**src/rtl/core/pli_pkg.sv**
```systemverilog
// Shared types and codes for the positional list block.
package pli_pkg;

  localparam int CAPACITY_DEF = 32;
  localparam int POS_W        = 6;
  localparam int LEN_W        = 7;
  localparam int VAL_W        = 32;
  localparam int ST_W         = 2;

  localparam logic [1:0] OP_VIEW   = 2'd0;
  localparam logic [1:0] OP_INSERT = 2'd1;
  localparam logic [1:0] OP_DELETE = 2'd2;

  localparam logic [ST_W-1:0] ST_OK    = 2'd0;
  localparam logic [ST_W-1:0] ST_RANGE = 2'd1;
  localparam logic [ST_W-1:0] ST_FULL  = 2'd2;

  typedef enum logic [1:0] {
    CELL_HOLD = 2'd0,
    CELL_INS  = 2'd1,
    CELL_DEL  = 2'd2,
    CELL_ROT  = 2'd3
  } cell_op_t;

  typedef struct packed {
    cell_op_t         op;
    logic [LEN_W-1:0] idx;
    logic [VAL_W-1:0] value;
  } cell_ctrl_t;

  typedef enum logic [1:0] {
    S_IDLE = 2'b01,
    S_VIEW = 2'b10
  } state_t;

endpackage

```
**src/rtl/core/pli_cell.sv**
```systemverilog
// One list cell: holds an element and shifts in from either neighbour.
module pli_cell #(
  parameter int IDX = 0
) (
  input  logic                      clk,
  input  pli_pkg::cell_ctrl_t       ctrl,
  input  logic [pli_pkg::VAL_W-1:0] left,
  input  logic [pli_pkg::VAL_W-1:0] right,
  input  logic [pli_pkg::VAL_W-1:0] head,
  output logic [pli_pkg::VAL_W-1:0] data
);
  import pli_pkg::*;

  localparam logic [LEN_W-1:0] MY_IDX = LEN_W'(IDX);

  logic [VAL_W-1:0] data_next;

  always_comb begin
    data_next = data;
    unique case (ctrl.op)
      CELL_HOLD: data_next = data;
      CELL_INS: begin
        if (MY_IDX > ctrl.idx) begin
          data_next = left;
        end else if (MY_IDX == ctrl.idx) begin
          data_next = ctrl.value;
        end
      end
      CELL_DEL: begin
        if (MY_IDX >= ctrl.idx) begin
          data_next = right;
        end
      end
      CELL_ROT: begin
        if (MY_IDX == ctrl.idx) begin
          data_next = head;
        end else begin
          data_next = right;
        end
      end
      default: data_next = data;
    endcase
  end

  always_ff @(posedge clk) begin
    data <= data_next;
  end

endmodule

```
**src/rtl/core/positional_list_insert_delete.sv**
```systemverilog
// Top level of the positional list: request control and the row of cells.
//
// Requests arrive on the s_ channel: s_tuser carries the operation (view,
// insert, delete), s_tdata the position and the value. Results leave on
// the m_ channel: m_tdata carries status and element, m_tuser flags an
// empty view, m_tlast marks the final result of a request.
// Insert and delete shift the cells in a single step, and the one result
// is registered at the accepting edge. A view of n elements gives n
// results, one per cycle while the receiver accepts, by rotating the row
// of cells left once per result; after n rotations the list is back in
// order. An empty view gives one result.
// A new request is taken only while no view is streaming and the output
// register is free or being emptied, so insert and delete take one request
// per cycle while the receiver keeps up, and a view holds off new requests.
// When the receiver stalls, the output register holds and the view pauses.
// Reset empties the list and drops any pending result; cell contents are
// not cleared and are never read beyond the current length.
module positional_list_insert_delete #(
  parameter int CAPACITY = pli_pkg::CAPACITY_DEF
) (
  input  logic        clk,
  input  logic        rst,
  input  logic        s_tvalid,
  output logic        s_tready,
  input  logic [39:0] s_tdata,   // position[5:0], value[37:6], zero pad
  input  logic [1:0]  s_tuser,   // operation[1:0]
  output logic        m_tvalid,
  input  logic        m_tready,
  output logic [39:0] m_tdata,   // status[1:0], element[33:2], zero pad
  output logic        m_tuser,   // empty_res[0]
  output logic        m_tlast
);
  import pli_pkg::*;

  localparam logic [LEN_W-1:0] CAP_L = LEN_W'(CAPACITY);
  localparam logic [LEN_W-1:0] ONE_L = LEN_W'(1);

  state_t            state;
  logic [LEN_W-1:0]  len;
  logic [LEN_W-1:0]  cnt;
  logic [ST_W-1:0]   out_status;
  logic [VAL_W-1:0]  out_element;
  logic              out_empty;

  logic [1:0]        req_op;
  logic [LEN_W-1:0]  req_pos;
  logic [VAL_W-1:0]  req_value;
  logic              out_free;
  logic              out_load;
  logic              accept;
  logic              view_step;
  logic              view_last;
  logic [ST_W-1:0]   ins_st;
  logic [ST_W-1:0]   del_st;
  logic [LEN_W-1:0]  del_idx;
  cell_ctrl_t        ctrl;
  logic [VAL_W-1:0]  cells [CAPACITY];

  assign req_op    = s_tuser;
  assign req_pos   = LEN_W'(s_tdata[POS_W-1:0]);
  assign req_value = s_tdata[POS_W +: VAL_W];

  assign out_free  = !m_tvalid || m_tready;
  assign s_tready  = (state == S_IDLE) && out_free;
  assign accept    = s_tvalid && s_tready;
  assign view_step = (state == S_VIEW) && out_free;
  assign view_last = (cnt == (len - ONE_L));
  assign out_load  = view_step ||
                     (accept && ((req_op == OP_INSERT) || (req_op == OP_DELETE) ||
                                 ((req_op == OP_VIEW) && (len == '0))));

  always_comb begin
    if (req_pos > len) begin
      ins_st = ST_RANGE;
    end else if (len == CAP_L) begin
      ins_st = ST_FULL;
    end else begin
      ins_st = ST_OK;
    end
    del_st  = ((len == '0) || (req_pos > len)) ? ST_RANGE : ST_OK;
    del_idx = (req_pos == '0) ? '0 : req_pos - ONE_L;
  end

  always_comb begin
    ctrl.op    = CELL_HOLD;
    ctrl.idx   = req_pos;
    ctrl.value = req_value;
    if (view_step) begin
      ctrl.op  = CELL_ROT;
      ctrl.idx = len - ONE_L;
    end else if (accept && (req_op == OP_INSERT) && (ins_st == ST_OK)) begin
      ctrl.op  = CELL_INS;
    end else if (accept && (req_op == OP_DELETE) && (del_st == ST_OK)) begin
      ctrl.op  = CELL_DEL;
      ctrl.idx = del_idx;
    end
  end

  for (genvar i = 0; i < CAPACITY; i++) begin : g_cell
    pli_cell #(
      .IDX(i)
    ) u_cell (
      .clk  (clk),
      .ctrl (ctrl),
      .left (cells[(i == 0) ? 0 : i - 1]),
      .right(cells[(i == CAPACITY - 1) ? i : i + 1]),
      .head (cells[0]),
      .data (cells[i])
    );
  end

  always_ff @(posedge clk) begin
    if (rst) begin
      state    <= S_IDLE;
      len      <= '0;
      cnt      <= '0;
      m_tvalid <= 1'b0;
    end else begin
      if (out_load) begin
        m_tvalid <= 1'b1;
      end else if (m_tready) begin
        m_tvalid <= 1'b0;
      end
      unique case (state)
        S_IDLE: begin
          if (accept) begin
            unique case (req_op)
              OP_VIEW: begin
                if (len == '0) begin
                  out_status  <= ST_OK;
                  out_element <= '0;
                  m_tlast     <= 1'b1;
                  out_empty   <= 1'b1;
                end else begin
                  state <= S_VIEW;
                  cnt   <= '0;
                end
              end
              OP_INSERT: begin
                out_status  <= ins_st;
                out_element <= '0;
                m_tlast     <= 1'b1;
                out_empty   <= 1'b0;
                if (ins_st == ST_OK) begin
                  len <= len + ONE_L;
                end
              end
              OP_DELETE: begin
                out_status  <= del_st;
                out_element <= '0;
                m_tlast     <= 1'b1;
                out_empty   <= 1'b0;
                if (del_st == ST_OK) begin
                  len <= len - ONE_L;
                end
              end
              default: begin
              end
            endcase
          end
        end
        S_VIEW: begin
          if (view_step) begin
            out_status  <= ST_OK;
            out_element <= cells[0];
            m_tlast     <= view_last;
            out_empty   <= 1'b0;
            cnt         <= cnt + ONE_L;
            if (view_last) begin
              state <= S_IDLE;
            end
          end
        end
        default: state <= S_IDLE;
      endcase
    end
  end

  assign m_tdata = {6'd0, out_element, out_status};
  assign m_tuser = out_empty;

  a_len_bound: assert property (@(posedge clk) disable iff (rst)
    len <= CAP_L)
    else $error("list length beyond capacity");

  a_view_blocks: assert property (@(posedge clk) disable iff (rst)
    (state == S_VIEW) |-> !s_tready)
    else $error("request taken during view");

  a_ins_grow: assert property (@(posedge clk) disable iff (rst)
    (accept && (req_op == OP_INSERT) && (ins_st == ST_OK)) |=>
      (len == $past(len) + ONE_L))
    else $error("insert did not grow list");

  a_empty_last: assert property (@(posedge clk) disable iff (rst)
    (m_tvalid && m_tuser) |-> (m_tlast && (out_status == ST_OK)))
    else $error("empty view result malformed");

  a_view_count: assert property (@(posedge clk) disable iff (rst)
    (state == S_VIEW) |-> (cnt < len))
    else $error("view counter past length");

endmodule

```
**config.mk**
```make
export PLATFORM = sky130hd
export DESIGN_NAME = positional_list_insert_delete
export DESIGN_NICKNAME = d
export VERILOG_FILES = /design/src/rtl/core/pli_pkg.sv /design/src/rtl/core/pli_cell.sv /design/src/rtl/core/positional_list_insert_delete.sv
export SDC_FILE = /design/constraint.sdc
export NUM_CORES = 2
export LEC_CHECK = 0
export BUFFER_PORTS_ARGS = -buffer_cell sky130_fd_sc_hd__buf_4
export CAP_MARGIN = 0
export CORE_ASPECT_RATIO = 0.8
export CORE_MARGIN = 1.5
export CORE_UTILIZATION = 50
export CTS_BUF_LIST = sky130_fd_sc_hd__clkbuf_8
export CTS_CLUSTER_DIAMETER = 80
export DETAILED_ROUTE_END_ITERATION = 7
export PLACE_DENSITY = 0.66
export RECOVER_POWER = 50
export SKIP_LAST_GASP = 1
export SLEW_MARGIN = 20
export SYNTH_ARGS = -nofsm -noshare
export SYNTH_HDL_FRONTEND = slang
export SYNTH_SLANG_ARGS = --single-unit
export TNS_END_PERCENT = 5
```
**constraint.sdc**
```tcl
create_clock -name clk -period 6.9 [get_ports clk]
set_clock_uncertainty 0.15 [all_clocks]
set_input_delay 0.345 -clock clk [delete_from_list [all_inputs] [get_ports clk]]
set_output_delay 0.345 -clock clk [all_outputs]
set_load 0.005 [all_outputs]
```
==> impl_metrics.toml <==
[synthesis]
ys_types = 85
yosysMostFrequentCell = "edfxtp_1"
netlist_instances = 6250
synth_top_area_frac = 0.4990
syn_avg_cell_area_um2 = 10.21
ys_async_sr_fraction = 0
synth_common_cells = "edfxtp_1, nand2_1, mux2i_1, nor2_1, clkbuf_1"
seq_area_frac_synth = 0.5043
synth_area_leaders = "edfxtp_1, mux2i_1, a221oi_1, nand2_1, nor3_1"
ys_seq_elements = 1077
yosysWarnings = 0
synth_top_cell_by_area = "edfxtp_1"
synth-main-ff-cell = "edfxtp_1"
synth_edf_count = 1060
netlist_area_um2 = 63790

[sta]
tightest_slew_ns = 2.848
final_hold_viol_count = 0
finalSetupTns_ns = 0
rsz0062_at_grt = "no"
period_minus_slack_ns = 6.496
min_period_over_period = 0.9415
max_freq_mhz = 153.9
maxSlewHeadroom = -0.9056
slew_violations = 345
setup_violations = 0

[hold_path]
holdCritStartpoint = "s_tdata[5]"
hold_path.class = "in -> reg"
hold_end = "g_cell[25].u_cell.data[5]"
holdPathStages = 5

[die]
core_um2 = 126900
die-area_um2 = 129800
rows = 117
start_util = 0.5026
die_h_um = 322.5
die_w_um = 402.4
ioPinCount = 90

[clock_tree]
clk_latency_ns = 0.94
htree_levels = 4
cts_buffers = 177
post_cts_buffers = 0
ctsRootBufferMaster = "clkbuf_8"
clk_path_buf_depth = 3
cts_tree = "done"
clk_pin_slew_ns = 0.06
ctsResizeCount = 0
clock_sinks = 1077

[grt]
gr-total-overflow = 0
grt_antenna_before_repair = 5
grt_pass1_wl_mm = 352.2
grt_max_degree = 198
grt_pass1_vias = 50370
track_usage = 0.3649

[place]
dpl.hpwl_mm = 166.2
portBuffers = 81
place.gp.congestion = 1.020

[setup_path]
path_class = "reg -> reg"
crit_chain = "inv_1 -> ha_1 -> a211oi_1 -> nor3_1 -> o311a_1 -> nor4_2 -> o31ai_1 -> nor2_1 -> nand3_1 -> o21ai_0 -> a21oi_1"
critPathLaunchType = "flop"
reg2reg_slack_ns = 0.40
slowest_stage = "nor2_1"
r2r_start = "len[5]"
end_kind = "flop"
cp_max_fo = 10
cp.arrival_ns = 7.00
r2r-end = "g_cell[11].u_cell.data[21]"
critPathMaxStageDelay_ns = 1.56
worstPathRequired_ns = 7.41
rr_worst_depth = 11

[drt]
ant_nets = 0
via_count = 55650
drt-total-wl_mm = 244.3
dr.first_iter.drc_count = 9549
drc_errors = 0
routedWlPerCell_um = 30.96
viasPerCell = 7.054
drt_pass1_iterations = 6

[power]
power_uw = 20430
p_leak_uw = 0.02488
powerDensity_nw_per_um2 = 293.1
ir_worst_vdd_v = 0.0002467

[run]
cap_violations = 14

[run_status]
status = "finished with violations"
violations = "max-capacitance violations, max-slew violations"

[cells_and_area]
syn_to_final_growth_pct = 9.240
fin_nets = 6146
drive_above_1_share = 0.1185
-- cell usage in the layout, fill, tap and decap left out, types with 65 or more instances in the layout --
cell,Yosys,routed
nor3_1,412,409
nand2_1,684,676
mux2i_1,619,619
inv_1,20,82
clkbuf_8,0,180
mux2_2,77,77
a221oi_1,305,305
o21ai_0,137,116
a211oi_1,191,191
edfxtp_1,1060,1060
o221ai_1,65,65
nor2_1,540,527
o22ai_1,77,76
nand3_1,119,113
a21oi_1,312,309
buf_4,22,244
a22oi_1,101,101
a31oi_1,127,127
-- worst max-delay path by stage --
stage	startpoint	endpoint	slack, ns	cells after the start
finish	len[5]	g_cell[11].u_cell.data[21]	0.40	11
global route	len[5]	g_cell[19].u_cell.data[14]	0.37	11
CTS	len[0]	g_cell[8].u_cell.data[8]	1.21	12
detailed placement	len[0]	g_cell[8].u_cell.data[7]	1.21	11
global placement	len[0]	g_cell[8].u_cell.data[8]	1.30	12
floorplan	len[5]	g_cell[26].u_cell.data[0]	0.56	14
-- flip-flops by register name, indices dropped and copies added (netlist names) --
signal              count
m_tvalid                1
len                     7
state                   2
cnt                     7
m_tlast                 1
g_cell.u_cell.data   1024
out_status              2
out_element            32
m_tuser                 1
-- metal layers --
metal,share of wire,vias to the layer above,global-route usage
li1,-,23770,-
met1,0.41,26850,0.5384
met2,0.39,4529,0.4876
met3,0.16,506,0.1247
met4,0.038,0,0.1374
met5,0,-,0
-- stage by stage --
step	area [um2]	setup slack, ns	utilization	instances	hold slack (ns)
6_report	69690	0.4037	0.5491	7889	0.08733
5_1_grt	69690	0.3750	0.5490	7888	0.1212
4_1_cts	69990	1.214	0.5515	7878	0.01849
3_5_place_dp	66570	1.208	0.5245	7528	0.3710
3_3_place_gp	66420	1.297	0.5233	7522	0.3283
2_1_floorplan	63810	0.5627	-	6255	0.3154
-- area by class of cell --
type	instances	area (um2)
sequential	1077	32170
antenna	6	15.01
timing repair buffer	381	3134
tap	1666	2085
clock inverter	133	575.6
inverter	21	78.83
clock buffer	180	2477
fill	11100	57230
multi-input combinational	4425	29150
-- power by group --
part           total, uW  internal, uW  switching, uW
clock               5230          2420           2810
combinational       6040          2010           4030
sequential          9150          8670            485
-- cells by family after synthesis --
group                    synth area share
XOR/XNOR                         0.003158
adder cells (fa/ha/maj)          0.003334
AND/OR/NAND/NOR                    0.1422
other                          0.00005878
flip-flops                         0.5043
buffers and inverters             0.04799
AO/OA/AOI/OAI                      0.1883
multiplexers                       0.1107
-- repair_timing --
action	4_1_cts	5_1_grt
endpoints found under the hold margin	505	0
hold buffers	37	0
setup endpoints to repair	0	0
-- worst max-delay path: cells and delay by family (launching register included) --
kind / cells / cell delay (ns)
AO/OA/AOI/OAI: 5 / 1.83
adder cells (fa/ha/maj): 1 / 0.23
buffers and inverters: 1 / 0.18
flip-flops: 1 / 0.59
AND/OR/NAND/NOR: 4 / 3.24
No activity file was read; power rests on OpenSTA's default activity.
